<file path="config.mk">
export PLATFORM = sky130hd
export DESIGN_NAME = wildcard_mask_matcher
export DESIGN_NICKNAME = d
export VERILOG_FILES = /design/src/hdl/wmm_pkg.sv /design/src/hdl/wmm_ram.sv /design/src/hdl/wmm_dp.sv /design/src/hdl/wmm_ctrl.sv /design/src/hdl/wildcard_mask_matcher.sv
export SDC_FILE = /design/constraint.sdc
export NUM_CORES = 2
export LEC_CHECK = 0
export BUFFER_PORTS_ARGS = -buffer_cell sky130_fd_sc_hd__buf_2
export CAP_MARGIN = 5
export CORE_ASPECT_RATIO = 1.5
export CORE_MARGIN = 2
export CORE_UTILIZATION = 50
export CTS_CLUSTER_DIAMETER = 40
export DETAILED_ROUTE_END_ITERATION = 10
export HOLD_SLACK_MARGIN = 0.15
export PLACE_DENSITY = 0.68
export SYNTH_ARGS = -nofsm -noshare
export SYNTH_HDL_FRONTEND = slang
export SYNTH_SLANG_ARGS = --single-unit
export TNS_END_PERCENT = 50
</file>
<file path="constraint.sdc">
create_clock -name clk -period 4.9 [get_ports clk]
set_clock_uncertainty 0.05 [all_clocks]
set_input_delay 0.98 -clock clk [delete_from_list [all_inputs] [get_ports clk]]
set_output_delay 0.98 -clock clk [all_outputs]
set_load 0.03 [all_outputs]
</file>
<file path="src/hdl/wmm_pkg.sv">
// ----------------------------------------------------------------------------
// wmm_pkg: shared types and constants of the wildcard mask matcher
// Opcodes, mask metacharacters and the command and status records that pass
// between the controller and the datapath.
// ----------------------------------------------------------------------------
`default_nettype none

package wmm_pkg;

  localparam logic [1:0] OP_MASK = 2'd0;
  localparam logic [1:0] OP_SUBJ = 2'd1;
  localparam logic [1:0] OP_EVAL = 2'd2;

  localparam logic [7:0] CH_STAR   = 8'h2A;
  localparam logic [7:0] CH_PCT    = 8'h25;
  localparam logic [7:0] CH_QMARK  = 8'h3F;
  localparam logic [7:0] CH_BSLASH = 8'h5C;
  localparam logic [7:0] CH_SPACE  = 8'h20;

  typedef enum logic [3:0] {
    DP_NOP,
    DP_LOAD,
    DP_START,
    DP_STAR,
    DP_PCT,
    DP_QM,
    DP_ADV,
    DP_ADV2,
    DP_BT_PCT,
    DP_BT_STAR,
    DP_CLEAR
  } dp_op_t;

  typedef struct packed {
    dp_op_t op;
    logic   esc_rd;   // read the mask byte after the current one
    logic   esc_cmp;  // compare against the escaped character
  } dp_cmd_t;

  typedef struct packed {
    logic c_star;
    logic c_pct;
    logic c_qm;
    logic c_bs;
    logic c_zero;
    logic s_zero;
    logic nx_lit;
    logic eq;
    logic pct_live;
    logic star_live;
    logic just;
    logic star_end;
    logic ovf;
  } dp_stat_t;

endpackage

`default_nettype wire

</file>
<file path="src/hdl/wmm_ram.sv">
// ----------------------------------------------------------------------------
// wmm_ram: generic single-port-write, single-port-read RAM
// One write and one read per cycle; read data is registered.
// ----------------------------------------------------------------------------
`default_nettype none

module wmm_ram #(
  parameter int WIDTH = 8,
  parameter int DEPTH = 64
) (
  input  wire logic                     clk,
  input  wire logic                     we,
  input  wire logic [$clog2(DEPTH)-1:0] waddr,
  input  wire logic [WIDTH-1:0]         wdata,
  input  wire logic [$clog2(DEPTH)-1:0] raddr,
  output logic      [WIDTH-1:0]         rdata_r
);

  logic [WIDTH-1:0] mem_r [DEPTH];

  always_ff @(posedge clk) begin
    if (we) begin
      mem_r[waddr] <= wdata;
    end
    rdata_r <= mem_r[raddr];
  end

endmodule

`default_nettype wire

</file>
<file path="src/hdl/wmm_dp.sv">
// ----------------------------------------------------------------------------
// wmm_dp: datapath of the wildcard mask matcher
// Mask and subject stores, fill counts, walk pointers, resume points and the
// case-folding byte compare.
// ----------------------------------------------------------------------------
`default_nettype none

module wmm_dp import wmm_pkg::*; #(
  parameter int MASK_DEPTH    = 64,
  parameter int SUBJECT_DEPTH = 256
) (
  input  wire logic       clk,
  input  wire logic       rst_n,
  input  wire logic [1:0] in_opcode,
  input  wire logic [7:0] in_data_byte,
  input  wire dp_cmd_t    cmd,
  output dp_stat_t        stat
);

  localparam int MAW = $clog2(MASK_DEPTH);
  localparam int SAW = $clog2(SUBJECT_DEPTH);
  localparam int MLW = $clog2(MASK_DEPTH + 1);
  localparam int SLW = $clog2(SUBJECT_DEPTH + 1);

  function automatic logic [7:0] fold(input logic [7:0] c);
    fold = (c >= 8'h41 && c <= 8'h5A) ? c + 8'd32 : c;
  endfunction

  logic [MLW-1:0] mlen_r, mlen_nxt, m_r, m_nxt, pm_r, pm_nxt, ma_r, ma_nxt, m_rd;
  logic [SLW-1:0] slen_r, slen_nxt, n_r, n_nxt, pn_r, pn_nxt, na_r, na_nxt;
  logic           ovf_r, ovf_nxt;
  logic           pct_r, pct_nxt, star_r, star_nxt, just_r, just_nxt, chk_r, chk_nxt;
  logic           mvld_r, svld_r;
  logic [7:0]     m_rdata, s_rdata, c_raw, s_byte, c_eff;
  logic           nonzero, m_full, s_full, m_we, s_we, nx_lit, pct_eff, s_space;

  assign nonzero = (in_data_byte != 8'd0);
  assign m_full  = (mlen_r == MLW'(MASK_DEPTH));
  assign s_full  = (slen_r == SLW'(SUBJECT_DEPTH));
  assign m_we    = (cmd.op == DP_LOAD) && (in_opcode == OP_MASK) && nonzero && !m_full;
  assign s_we    = (cmd.op == DP_LOAD) && (in_opcode == OP_SUBJ) && nonzero && !s_full;
  assign m_rd    = cmd.esc_rd ? m_r + MLW'(1) : m_r;

  wmm_ram #(.WIDTH(8), .DEPTH(MASK_DEPTH)) u_mask_ram (
    .clk     (clk),
    .we      (m_we),
    .waddr   (mlen_r[MAW-1:0]),
    .wdata   (in_data_byte),
    .raddr   (m_rd[MAW-1:0]),
    .rdata_r (m_rdata)
  );

  wmm_ram #(.WIDTH(8), .DEPTH(SUBJECT_DEPTH)) u_subj_ram (
    .clk     (clk),
    .we      (s_we),
    .waddr   (slen_r[SAW-1:0]),
    .wdata   (in_data_byte),
    .raddr   (n_r[SAW-1:0]),
    .rdata_r (s_rdata)
  );

  // Entries at or past the fill count read as zero.
  assign c_raw   = mvld_r ? m_rdata : 8'd0;
  assign s_byte  = svld_r ? s_rdata : 8'd0;
  assign nx_lit  = (c_raw == CH_STAR) || (c_raw == CH_QMARK);
  assign c_eff   = cmd.esc_cmp ? (nx_lit ? c_raw : CH_BSLASH) : c_raw;
  assign s_space = (s_byte == CH_SPACE);
  // A '%' resume that lands on a space is dropped here.
  assign pct_eff = pct_r && !(chk_r && s_space);

  always_comb begin
    stat.c_star    = (c_raw == CH_STAR);
    stat.c_pct     = (c_raw == CH_PCT);
    stat.c_qm      = (c_raw == CH_QMARK);
    stat.c_bs      = (c_raw == CH_BSLASH);
    stat.c_zero    = (c_raw == 8'd0);
    stat.s_zero    = (s_byte == 8'd0);
    stat.nx_lit    = nx_lit;
    stat.eq        = (fold(c_eff) == fold(s_byte));
    stat.pct_live  = pct_eff;
    stat.star_live = star_r;
    stat.just      = just_r;
    stat.star_end  = ((na_r + SLW'(1)) >= slen_r);
    stat.ovf       = ovf_r;
  end

  always_comb begin
    mlen_nxt = mlen_r;
    slen_nxt = slen_r;
    ovf_nxt  = ovf_r;
    m_nxt    = m_r;
    n_nxt    = n_r;
    pm_nxt   = pm_r;
    pn_nxt   = pn_r;
    ma_nxt   = ma_r;
    na_nxt   = na_r;
    pct_nxt  = pct_r;
    star_nxt = star_r;
    just_nxt = just_r;
    chk_nxt  = chk_r;
    case (cmd.op)
      DP_LOAD: begin
        if (m_we) mlen_nxt = mlen_r + MLW'(1);
        if (s_we) slen_nxt = slen_r + SLW'(1);
        if (nonzero && ((in_opcode == OP_MASK && m_full) ||
                        (in_opcode == OP_SUBJ && s_full))) begin
          ovf_nxt = 1'b1;
        end
      end
      DP_START: begin
        m_nxt    = '0;
        n_nxt    = '0;
        pct_nxt  = 1'b0;
        star_nxt = 1'b0;
        just_nxt = 1'b0;
        chk_nxt  = 1'b0;
      end
      DP_STAR: begin
        m_nxt    = m_r + MLW'(1);
        ma_nxt   = m_r + MLW'(1);
        na_nxt   = n_r;
        star_nxt = 1'b1;
        just_nxt = 1'b1;
        pct_nxt  = pct_eff;
        chk_nxt  = 1'b0;
      end
      DP_PCT: begin
        m_nxt   = m_r + MLW'(1);
        pm_nxt  = m_r + MLW'(1);
        pn_nxt  = n_r;
        pct_nxt = !s_space;
        chk_nxt = 1'b0;
      end
      DP_QM: begin
        m_nxt   = m_r + MLW'(1);
        n_nxt   = n_r + SLW'(1);
        pct_nxt = pct_eff;
        chk_nxt = 1'b0;
      end
      DP_ADV: begin
        m_nxt    = m_r + MLW'(1);
        n_nxt    = n_r + SLW'(1);
        just_nxt = 1'b0;
        pct_nxt  = pct_eff;
        chk_nxt  = 1'b0;
      end
      DP_ADV2: begin
        m_nxt    = m_r + MLW'(2);
        n_nxt    = n_r + SLW'(1);
        just_nxt = 1'b0;
        pct_nxt  = pct_eff;
        chk_nxt  = 1'b0;
      end
      DP_BT_PCT: begin
        m_nxt    = pm_r;
        pn_nxt   = pn_r + SLW'(1);
        n_nxt    = pn_r + SLW'(1);
        just_nxt = 1'b0;
        chk_nxt  = 1'b1;
      end
      DP_BT_STAR: begin
        m_nxt    = ma_r;
        na_nxt   = na_r + SLW'(1);
        n_nxt    = na_r + SLW'(1);
        just_nxt = 1'b0;
        pct_nxt  = pct_eff;
        chk_nxt  = 1'b0;
      end
      DP_CLEAR: begin
        mlen_nxt = '0;
        slen_nxt = '0;
        ovf_nxt  = 1'b0;
      end
      default: begin
      end
    endcase
  end

  always_ff @(posedge clk) begin
    if (!rst_n) begin
      mlen_r <= '0;
      slen_r <= '0;
      ovf_r  <= 1'b0;
      pct_r  <= 1'b0;
      star_r <= 1'b0;
      just_r <= 1'b0;
      chk_r  <= 1'b0;
    end else begin
      mlen_r <= mlen_nxt;
      slen_r <= slen_nxt;
      ovf_r  <= ovf_nxt;
      pct_r  <= pct_nxt;
      star_r <= star_nxt;
      just_r <= just_nxt;
      chk_r  <= chk_nxt;
    end
  end

  always_ff @(posedge clk) begin
    m_r    <= m_nxt;
    n_r    <= n_nxt;
    pm_r   <= pm_nxt;
    pn_r   <= pn_nxt;
    ma_r   <= ma_nxt;
    na_r   <= na_nxt;
    mvld_r <= (m_rd < mlen_r);
    svld_r <= (n_r < slen_r);
  end

endmodule

`default_nettype wire

</file>
<file path="src/hdl/wmm_ctrl.sv">
// ----------------------------------------------------------------------------
// wmm_ctrl: controller of the wildcard mask matcher
// Accepts load and evaluate transactions, sequences the backtracking walk
// over the datapath and holds the result register.
// ----------------------------------------------------------------------------
`default_nettype none

module wmm_ctrl import wmm_pkg::*; (
  input  wire logic       clk,
  input  wire logic       rst_n,
  input  wire logic       in_tvalid,
  input  wire logic [1:0] in_opcode,
  output logic            in_tready,
  output logic            out_tvalid,
  input  wire logic       out_tready,
  output logic            out_matched,
  output logic            out_overflow,
  output dp_cmd_t         cmd,
  input  wire dp_stat_t   stat
);

  typedef enum logic [4:0] {
    S_IDLE = 5'b00001,
    S_RD   = 5'b00010,
    S_EV   = 5'b00100,
    S_ESC  = 5'b01000,
    S_FIN  = 5'b10000
  } state_t;

  state_t state_r, state_nxt;
  logic   res_r, res_nxt;
  logic   out_valid_r, out_match_r, out_ovf_r;
  logic   slot_free;
  logic   miss_fail;
  dp_op_t miss_op;

  assign in_tready    = (state_r == S_IDLE);
  assign out_tvalid   = out_valid_r;
  assign out_matched  = out_match_r;
  assign out_overflow = out_ovf_r;
  assign slot_free    = !out_valid_r || out_tready;

  // Mismatch: resume at the '%' point first, then at the '*' point.
  always_comb begin
    miss_fail = 1'b0;
    miss_op   = DP_NOP;
    if (stat.s_zero) begin
      miss_fail = 1'b1;
    end else if (stat.pct_live) begin
      miss_op = DP_BT_PCT;
    end else if (stat.star_live && !stat.star_end) begin
      miss_op = DP_BT_STAR;
    end else begin
      miss_fail = 1'b1;
    end
  end

  always_comb begin
    state_nxt   = state_r;
    res_nxt     = res_r;
    cmd.op      = DP_NOP;
    cmd.esc_rd  = 1'b0;
    cmd.esc_cmp = 1'b0;
    case (state_r)
      S_IDLE: begin
        if (in_tvalid) begin
          if (in_opcode == OP_EVAL) begin
            if (stat.ovf) begin
              res_nxt   = 1'b0;
              state_nxt = S_FIN;
            end else begin
              cmd.op    = DP_START;
              state_nxt = S_RD;
            end
          end else if (in_opcode inside {OP_MASK, OP_SUBJ}) begin
            cmd.op = DP_LOAD;
          end
        end
      end
      S_RD: begin
        state_nxt = S_EV;
      end
      S_EV: begin
        if (stat.c_star) begin
          cmd.op    = DP_STAR;
          state_nxt = S_RD;
        end else if (stat.c_pct) begin
          cmd.op    = DP_PCT;
          state_nxt = S_RD;
        end else if (stat.c_qm) begin
          if (stat.s_zero) begin
            res_nxt   = 1'b0;
            state_nxt = S_FIN;
          end else begin
            cmd.op    = DP_QM;
            state_nxt = S_RD;
          end
        end else if (stat.c_zero && (stat.s_zero || stat.just)) begin
          res_nxt   = 1'b1;
          state_nxt = S_FIN;
        end else if (stat.c_bs) begin
          cmd.esc_rd = 1'b1;
          state_nxt  = S_ESC;
        end else if (stat.eq) begin
          cmd.op    = DP_ADV;
          state_nxt = S_RD;
        end else if (miss_fail) begin
          res_nxt   = 1'b0;
          state_nxt = S_FIN;
        end else begin
          cmd.op    = miss_op;
          state_nxt = S_RD;
        end
      end
      S_ESC: begin
        cmd.esc_cmp = 1'b1;
        if (stat.eq) begin
          cmd.op    = stat.nx_lit ? DP_ADV2 : DP_ADV;
          state_nxt = S_RD;
        end else if (miss_fail) begin
          res_nxt   = 1'b0;
          state_nxt = S_FIN;
        end else begin
          cmd.op    = miss_op;
          state_nxt = S_RD;
        end
      end
      S_FIN: begin
        if (slot_free) begin
          cmd.op    = DP_CLEAR;
          state_nxt = S_IDLE;
        end
      end
      default: begin
        state_nxt = S_IDLE;
      end
    endcase
  end

  always_ff @(posedge clk) begin
    if (!rst_n) begin
      state_r     <= S_IDLE;
      out_valid_r <= 1'b0;
    end else begin
      state_r <= state_nxt;
      if (state_r == S_FIN && slot_free) begin
        out_valid_r <= 1'b1;
      end else if (out_tready) begin
        out_valid_r <= 1'b0;
      end
    end
  end

  always_ff @(posedge clk) begin
    res_r <= res_nxt;
    if (state_r == S_FIN && slot_free) begin
      out_match_r <= res_r;
      out_ovf_r   <= stat.ovf;
    end
  end

  a_fin_delivers: assert property (@(posedge clk) disable iff (!rst_n)
    (state_r == S_FIN && slot_free) |=> (out_valid_r && state_r == S_IDLE))
    else $error("finished walk did not load the result register");

  a_backtrack_in_walk: assert property (@(posedge clk) disable iff (!rst_n)
    (cmd.op == DP_BT_PCT || cmd.op == DP_BT_STAR || cmd.op == DP_ADV2) |->
    (state_r == S_EV || state_r == S_ESC))
    else $error("walk step issued outside the walk");

  a_ovf_no_match: assert property (@(posedge clk) disable iff (!rst_n)
    out_valid_r |-> !(out_match_r && out_ovf_r))
    else $error("overflowed evaluate reported a match");

  a_clear_after_eval: assert property (@(posedge clk) disable iff (!rst_n)
    (cmd.op == DP_CLEAR) |=> !stat.ovf)
    else $error("overflow flag survived the clear");

endmodule

`default_nettype wire

</file>
<file path="src/hdl/wildcard_mask_matcher.sv">
// ----------------------------------------------------------------------------
// wildcard_mask_matcher: case-insensitive wildcard mask match engine
// Loads a mask and a subject byte by byte and reports whether they match.
// ----------------------------------------------------------------------------
// Usage:
//   Input transactions carry an opcode and a byte. Opcode 0 appends the byte
//   to the mask store, opcode 1 to the subject store; zero bytes are dropped,
//   and an append to a full store sets the overflow flag. Opcode 2 evaluates
//   the match, emits one result transaction and empties both stores. Opcode 3
//   is ignored. Mask syntax: '*' any run, '%' any run without a space, '?'
//   one byte, backslash before '*' or '?' makes it literal; letters compare
//   without regard to case.
//   Loads are taken while the controller is idle. An evaluate starts the
//   walk, then spends a RAM read state and a decide state on each walk step
//   (set by the registered read port of the stores), an escape state on each
//   escape backslash seen, and ends in the finish state; the step count
//   depends on the data and grows with backtracking. An overflowed evaluate
//   goes straight to the finish state. No new transaction is taken until
//   the walk is through and the controller is idle again.
//   Reset clears the fill counts, the overflow flag and the output valid flag;
//   store contents are left as they are. A stalled receiver holds the result
//   in the output register; loads keep being accepted meanwhile, and a walk
//   that finishes waits in its finish cycle until the register is free.
// ----------------------------------------------------------------------------
`default_nettype none

module wildcard_mask_matcher import wmm_pkg::*; #(
  parameter int MASK_DEPTH    = 64,
  parameter int SUBJECT_DEPTH = 256
) (
  input  wire logic        clk,
  input  wire logic        rst_n,
  input  wire logic        in_tvalid,
  output logic             in_tready,
  input  wire logic [15:0] in_tdata,   // [1:0] opcode, [9:2] data_byte, [15:10] zero
  output logic             out_tvalid,
  input  wire logic        out_tready,
  output logic [7:0]       out_tdata   // [0] matched, [1] overflow, [7:2] zero
);

  dp_cmd_t  cmd;
  dp_stat_t stat;
  logic     matched, overflow;

  // Controller: handshakes, walk sequencing and the result register.
  wmm_ctrl u_ctrl (
    .clk          (clk),
    .rst_n        (rst_n),
    .in_tvalid    (in_tvalid),
    .in_opcode    (in_tdata[1:0]),
    .in_tready    (in_tready),
    .out_tvalid   (out_tvalid),
    .out_tready   (out_tready),
    .out_matched  (matched),
    .out_overflow (overflow),
    .cmd          (cmd),
    .stat         (stat)
  );

  // Datapath: stores, pointers and the byte compare.
  wmm_dp #(
    .MASK_DEPTH    (MASK_DEPTH),
    .SUBJECT_DEPTH (SUBJECT_DEPTH)
  ) u_dp (
    .clk          (clk),
    .rst_n        (rst_n),
    .in_opcode    (in_tdata[1:0]),
    .in_data_byte (in_tdata[9:2]),
    .cmd          (cmd),
    .stat         (stat)
  );

  // Pack the result fields, lowest bit first.
  assign out_tdata = {6'd0, overflow, matched};

endmodule

`default_nettype wire

</file>
Word-level counts from Yosys, hierarchy flattened:

Memory sizes are Yosys's and may differ from the RTL's. A register that Yosys moved wholly into a read port is not among the register bits.
Cells that the tools add are included.

* memories: 2
* bits in writable memories: 2560
* bits in registers: 80

Memory list
* u_dp.u_subj_ram.mem_r: words 256, width 8, rd ports 1, clocked after memory_dff 1, wr ports 1, RTL line wmm_ram.sv:19 `logic [WIDTH-1:0] mem_r [DEPTH];`
* u_dp.u_mask_ram.mem_r: words 64, width 8, rd ports 1, clocked after memory_dff 1, wr ports 1, RTL line wmm_ram.sv:19

* multiplexer cells: 80
* eq/ne operators: 36
* add/subtract/negate cells: 9
* order comparisons: 7
* reduce and logical (&&, ||, !) cells: 52

Operators by type and width (count)
* 5-bit 2-to-1 mux: 13
* 9-bit case mux with 2 select lines: 3
* 4-bit 2-to-1 mux: 12
* 8-bit 2-to-1 mux: 6
* 9-bit by 1-bit adder with 9-bit output, second input constant: 4
* 9-bit case mux with 4 select lines: 1
* 7-bit case mux with 5 select lines: 1
* 8-bit by 6-bit == test with 1-bit output, second input constant: 4
* 1-bit 2-to-1 mux: 29
* 5-bit case mux with 5 select lines: 1
* 8-bit by 6-bit adder with 8-bit output, second input constant: 2
* 4-bit by 3-bit == test with 1-bit output, second input constant: 4
* 8-bit by 7-bit >= comparator with 1-bit output, second input constant: 2
* 8-bit by 7-bit less-or-equal comparator with 1-bit output, second input constant: 2
* 1-bit logical AND: 16
* 8-bit logical NOT: 2
* 4-bit case mux with 4 select lines: 1
* 2-bit nonzero test: 8
* 7-bit by 1-bit adder with 7-bit output, second input constant: 2
* 7-bit 2-to-1 mux: 2
* 7-bit case mux with 2 select lines: 1
* 4-bit == test, second input constant: 3
* 2-bit by 1-bit != test with 1-bit output, second input constant: 5
* 5-bit OR reduction: 2
* other kinds (38): 58

Depth between registers and ports, before layout:

* depth after elaboration: 22
* depth in mapped cells: 18

By module:

From an unflattened synthesis, not the netlist that was laid out.

* cells, all modules: 5345
* area, all modules: 105378.6 um2

Modules (own cells, without submodules)
* wmm_ram (u_dp.u_subj_ram): area an instance 79556.3 um2, seq. area each 61659.1 um2, instances 1, cells each 3733
* wmm_ram (u_dp.u_mask_ram): area an instance 20190.6 um2, seq. area each 15534.9 um2, instances 1, cells each 972
* wmm_dp: area an instance 4835.9 um2, seq. area each 1901.8 um2, instances 1, cells each 542
* wmm_ctrl: area an instance 732.0 um2, seq. area each 210.2 um2, instances 1, cells each 89
* wildcard_mask_matcher: area an instance 63.8 um2, seq. area each 0.0 um2, instances 1, cells each 9

Worst setup path after synthesis:

Ideal clock, no wire load.

* path type: register to register
* start point: reg u_ctrl.state_r[0]
* end point: reg u_dp.na_r[0] (enable)
* path slack: 160 ps
* arrival time: 4302 ps
* cell stages (with the launch flop): 18
* path buffers: 4
* clock period less this slack: 4740 ps
* cells stage by stage: dfxtp_1 -> or4b_1 -> buf_2 -> nor2_2 -> buf_4 -> nand2_1 -> and3_1 -> ha_1 -> and3_1 -> a31oi_1 -> mux2i_1 -> or4_4 -> a21oi_4 -> mux2_4 -> a21oi_4 -> buf_6 -> buf_2 -> o21ai_0

* longest elaborated chain between the ends: 16

Ends and longest elaborated chain
* start, declared: RTL line wmm_ctrl.sv:30 `state_t state_r, state_nxt;`
* start signal, assigned: RTL line wmm_ctrl.sv:145 `state_r <= state_nxt;`
* 5-bit by 4-bit == test with 1-bit output: RTL line wmm_ctrl.sv:64 `case (state_r)`
* 1-bit 2-to-1 mux: RTL line wmm_ctrl.sv:64
* 8-bit 2-to-1 mux: RTL line wmm_dp.sv:66 `assign c_eff = cmd.esc_cmp ? (nx_lit ? c_raw : CH_BSLASH) : c_raw;`
* 8-bit by 7-bit >= comparator with 1-bit output / 8-bit by 7-bit less-or-equal comparator with 1-bit output (equally long branches): RTL line wmm_dp.sv:26 `fold = (c >= 8'h41 && c <= 8'h5A) ? c + 8'd32 : c;`
* 1-bit logical AND: RTL line wmm_dp.sv:26
* 8-bit 2-to-1 mux: RTL line wmm_dp.sv:26
* 8-bit == test: RTL line wmm_dp.sv:79 `stat.eq = (fold(c_eff) == fold(s_byte));`
* 4-bit 2-to-1 mux: RTL line wmm_ctrl.sv:104 `end else if (stat.eq) begin`
* 4-bit 2-to-1 mux: RTL line wmm_ctrl.sv:101 `end else if (stat.c_bs) begin`
* 5-bit 2-to-1 mux: RTL line wmm_ctrl.sv:98 `end else if (stat.c_zero && (stat.s_zero || stat.just)) begin`
* 4-bit 2-to-1 mux: RTL line wmm_ctrl.sv:90 `end else if (stat.c_qm) begin`
* 4-bit 2-to-1 mux: RTL line wmm_ctrl.sv:87 `end else if (stat.c_pct) begin`
* 4-bit 2-to-1 mux: RTL line wmm_ctrl.sv:84 `if (stat.c_star) begin`
* 4-bit case mux with 4 select lines *: RTL line wmm_ctrl.sv:64
* 4-bit by 2-bit == test with 1-bit output / 4-bit == test (equally long branches): RTL line wmm_dp.sv:101 `case (cmd.op)`
* 2-bit nonzero test (no line) *
* end signal, assigned: RTL line wmm_dp.sv:205 `na_r <= na_nxt;`
* end, declared: RTL line wmm_dp.sv:30 `logic [SLW-1:0] slen_r, slen_nxt, n_r, n_nxt, pn_r, pn_nxt, na_r, na_nxt;`

Mark *: on every way between the ends. The rest lies on a longest branch, timed or not.
A chain may end at the register's enable or synchronous reset.

Final worst setup path:

* start point: reg u_ctrl.state_r[0]
* end point: reg u_dp.pn_r[1] (data pin)

* longest elaborated chain between the ends: 16

Ends and longest elaborated chain
* 5-bit by 4-bit == test with 1-bit output: RTL line wmm_ctrl.sv:64
* 1-bit 2-to-1 mux: RTL line wmm_ctrl.sv:64
* 8-bit 2-to-1 mux: RTL line wmm_dp.sv:66
* 8-bit by 7-bit >= comparator with 1-bit output / 8-bit by 7-bit less-or-equal comparator with 1-bit output (equally long branches): RTL line wmm_dp.sv:26
* 1-bit logical AND: RTL line wmm_dp.sv:26
* 8-bit 2-to-1 mux: RTL line wmm_dp.sv:26
* 8-bit == test: RTL line wmm_dp.sv:79
* 4-bit 2-to-1 mux: RTL line wmm_ctrl.sv:104
* 4-bit 2-to-1 mux: RTL line wmm_ctrl.sv:101
* 5-bit 2-to-1 mux: RTL line wmm_ctrl.sv:98
* 4-bit 2-to-1 mux: RTL line wmm_ctrl.sv:90
* 4-bit 2-to-1 mux: RTL line wmm_ctrl.sv:87
* 4-bit 2-to-1 mux: RTL line wmm_ctrl.sv:84
* 4-bit case mux with 4 select lines *: RTL line wmm_ctrl.sv:64
* 4-bit == test / 4-bit by 3-bit == test with 1-bit output (equally long branches): RTL line wmm_dp.sv:101
* 9-bit case mux with 2 select lines *: RTL line wmm_dp.sv:101
* named net u_dp.pn_nxt[1]: RTL line wmm_dp.sv:30
* end signal, assigned: RTL line wmm_dp.sv:203 `pn_r <= pn_nxt;`
* end, declared: RTL line wmm_dp.sv:30

Mark *: on every way through the listed nets, which the timed path passes. The rest lies on a longest branch.

==> out/metrics.csv <==
stage;metric;value;unit
sta;rsz0062_at_grt;false;
cts;cts_hold_buf;0;
synth;synthCells;6169;
place;placed_cells_incl_taps;8848;
place;gp_congestion;0.9111;
worst_setup_path;cpMostUsedCell;and3_1;
global_route;grt_max_degree;211;
worst_setup_path;path_cells;or4b_1, nor2_2, nand2_1, and3_1, ha_1, and3_1, a31oi_1, mux2i_1, or4_4, a21oi_4, mux2_4, a21o_4, nor2_4, mux2_2;
synth;syn_avg_cell_area;17.31;sq um
power;ir_worst_vdd;0.0003425;V
synth;syn_area;106800;sq um
worst_setup_path;reg2reg_slack;0.36;ns
floorplanning;io-pin-count;30;
global_route;use_met1;28.01;%
route;via_per_inst;6.057;
global_route;top_usage_layer;met2;
final_layout;regArea;79310;sq um
final_layout;fin_cells;9279;
global_route;grt_first_pass_wirelength;381000;um
worst_setup_path;crit_fanout;10;
synth;synthFlopType;edfxtp_1;
worst_setup_path;crit_path_start;u_ctrl.state_r[0]$_SDFFE_PN1P_;
worst_hold_path;hold_depth;1;
sta;timing.final.hold_violations;0;
final_layout;drive_above_1_share;16.41;%
worst_setup_path;cp-end-kind;register;
global_route;grt_use_met3;2.916;%
global_route;grtUsageTotal;23.84;%
cts;cts_root_buf;clkbuf_16;
synth;synth.distinct_cells;81;
route;antenna_left;0;
synth;async_flop_share;0;%
flow_run;maxCapViolCount;0;
cts;clk_pin_slew;0.07;ns
final_layout;final_nets;6325;
worst_hold_path;hold_class;primary input to register;
cts;cts_tree;done;
route;dr.pass1.iters;8;
final_layout;area_delta_synth_final;11.30;%
worst_setup_path;reg2reg_from;u_ctrl.state_r[0]$_SDFFE_PN1P_;
global_route;overflow;0;
floorplanning;core_area;212100;sq um
worst_setup_path;cp_data_arrival_time;5.11;ns
route;drtIter0Drc;5459;
worst_hold_path;hp-start;in_tdata[4];
floorplanning;die_x;381.4;um
cts;clock_latency;0.88;ns
sta;tightestPinTransition;1.180;ns
power;p_leak;38.78;nW
synth;synth_seq_cells;2656;
route;wl_per_cell;28.29;um
route;vias;56210;
cts;clock-sinks;2656;
global_route;first_global_vias;56420;
floorplanning;rows;207;
global_route;grt_util_met2;42.43;%
worst_setup_path;cp_slowest_cell;or4b_1;
sta;slew_headroom;21.33;%
power;power_density;377.2;nW/um^2
synth;yosysSeqAreaShare;74.25;%
sta;setup_viol;0;
worst_setup_path;reg2reg_depth;14;
worst_setup_path;path_class;register to register;
sta;min_period;4.541;ns
outcome;outcome;completed;
route;drc;0;
global_route;antenna_found_initial;5;
final_layout;fillers;15770;
final_layout;multi_input_comb_area;25980;sq um
floorplanning;die_h;570.1;um
synth;synth_edf_count;2611;
sta;finalSetupTns;0;ns
place;dpl_cell_area;111200;sq um
cts;cts_htree_levels;4;
final_layout;stdcell_area;118900;sq um
synth;synth_top_area_cell;edfxtp_1;
synth;synth_top_area_share;73.40;%
place;dpl.hpwl;164500;um
sta;fin_crit_sh;92.68;%
synth;ys_top_cells_by_area;edfxtp_1 73%, mux4_2 6.7%, mux2i_1 5.7%, nand2_1 1.6%, mux2_2 1.5%;
place;port_buffers;17;
floorplanning;start_util;50.36;%
route;totalWireLength;262500;um
sta;max_freq;0.2202;GHz
cts;cts_buffers;240;
cts;cts_resized;0;
cts;cts_setup_buffers;0;
floorplanning;dieArea;217400;sq um
sta;slew_viol_final;0;
synth;ys_warn_count;0;
worst_setup_path;cp.required;5.47;ns
cts;cts.path.max_buffers;4;
worst_setup_path;start_kind;register;
worst_setup_path;max_stage_delay;0.69;ns
-- cell families after synthesis --
kind of cell | count (synthesis) | synth area share (%)
muxes | 1070 | 13.91
and+or+nand+nor | 1099 | 4.395
DFF | 2656 | 74.25
other | 1 | 0.003511
buffers and inverters | 407 | 1.504
adders and majority gates | 36 | 0.4217
AOI/OAI and AO/OA | 848 | 5.098
xor gates and xnor gates | 52 | 0.4264
-- where the power goes --
group	total [mW]	leakage [nW]	internal [mW]	switching (mW)
Clock	18.4	3.70	10.2	8.18
Sequential	25.0	23.8	24.9	0.0331
Combinational	1.47	11.2	0.443	1.02
-- cells in the final DEF (no fill, tap or decap), types with 33 or more instances in the layout --
master	instances
o221ai_1	123
nor2_1	378
xnor2_1	40
and3_1	60
buf_4	159
a31oi_1	37
a211oi_1	38
nand3_1	107
mux2i_1	605
clkinv_1	43
dfxtp_1	45
a311oi_1	33
inv_1	33
a21oi_1	266
ha_1	36
o22ai_1	141
nand2_1	446
edfxtp_1	2611
mux4_2	316
buf_12	44
o21ai_0	146
clkbuf_1	49
clkbuf_16	246
mux2_2	147
-- final cells by class --
| class | instances | share of cell area (%) |
|---|---|---|
| Antenna cell | 3 | 0.006315 |
| Clock buffer | 299 | 5.379 |
| Clock inverter | 129 | 1.052 |
| Inverter | 39 | 0.1231 |
| Multi-Input combinational cell | 3111 | 21.85 |
| Sequential cell | 2656 | 66.71 |
| Tap cell | 2821 | 2.969 |
| Timing Repair Buffer | 221 | 1.907 |
-- critical path, delay by kind of cell, from the launching register on --
family / cells / cell delay, ns
mux: 3 / 0.83
fa+ha+maj: 1 / 0.31
simple gates: 7 / 2.18
compound gates: 3 / 0.57
flops: 1 / 0.35
-- stage by stage --
stage / setup slack [ns] / util [%] / hold WS, ns / power, mW
6_report: 0.3585 / 56.05 / 0.3356 / 44.85
5_1_grt: 0.2298 / 56.04 / 0.3215 / 45.91
4_1_cts: 0.3700 / 56.04 / 0.3051 / 45.06
3_5_place_dp: 0.3983 / 52.44 / 0.4221 / 26.94
3_3_place_gp: 0.4094 / 52.42 / 0.4115 / 26.90
2_1_floorplan: 0.1603 / - / 0.3680 / 26.14
-- sequential cells by signal, indices dropped and copies added (netlist names), 8 cells and up --
| register | cells |
|---|---|
| u_dp.n_r | 9 |
| u_dp.na_r | 9 |
| u_dp.u_subj_ram.rdata_r | 8 |
| u_dp.u_subj_ram.mem_r | 2048 |
| u_dp.pn_r | 9 |
| u_dp.slen_r | 9 |
| u_dp.u_mask_ram.mem_r | 512 |
| u_dp.u_mask_ram.rdata_r | 8 |
-- Yosys cell counts, types with 37 or more instances --
cell      number
edfxtp_1    2611
mux2i_1      606
nand2_1      447
nor2_1       378
mux4_2       316
a21oi_1      266
clkbuf_1     258
mux2_2       147
o21ai_0      146
o22ai_1      141
o221ai_1     123
nand3_1      107
buf_1         72
and3_1        60
dfxtp_1       45
xnor2_1       44
a211oi_1      38
a31oi_1       37
-- metal layers --
layer / vias up / part of all wire (%)
li1: 24720 / -
met2: 2209 / 52
met1: 28700 / 35
met3: 570 / 6.0
met5: - / 0.0050
met4: 2 / 6.3
-- path summary, 6_finish.rpt --
| kind | endpoint |
|---|---|
| worst max register to register | u_dp.pn_r[1]$_DFFE_PP_ |
| worst max-delay path | u_dp.pn_r[1]$_DFFE_PP_ |
| worst min-delay path | u_dp.u_subj_ram.mem_r[107][2]$_DFFE_PP_ |
| worst min register to register | u_dp.chk_r$_SDFFE_PN0P_ |
Power figures use the tool's default switching activity.
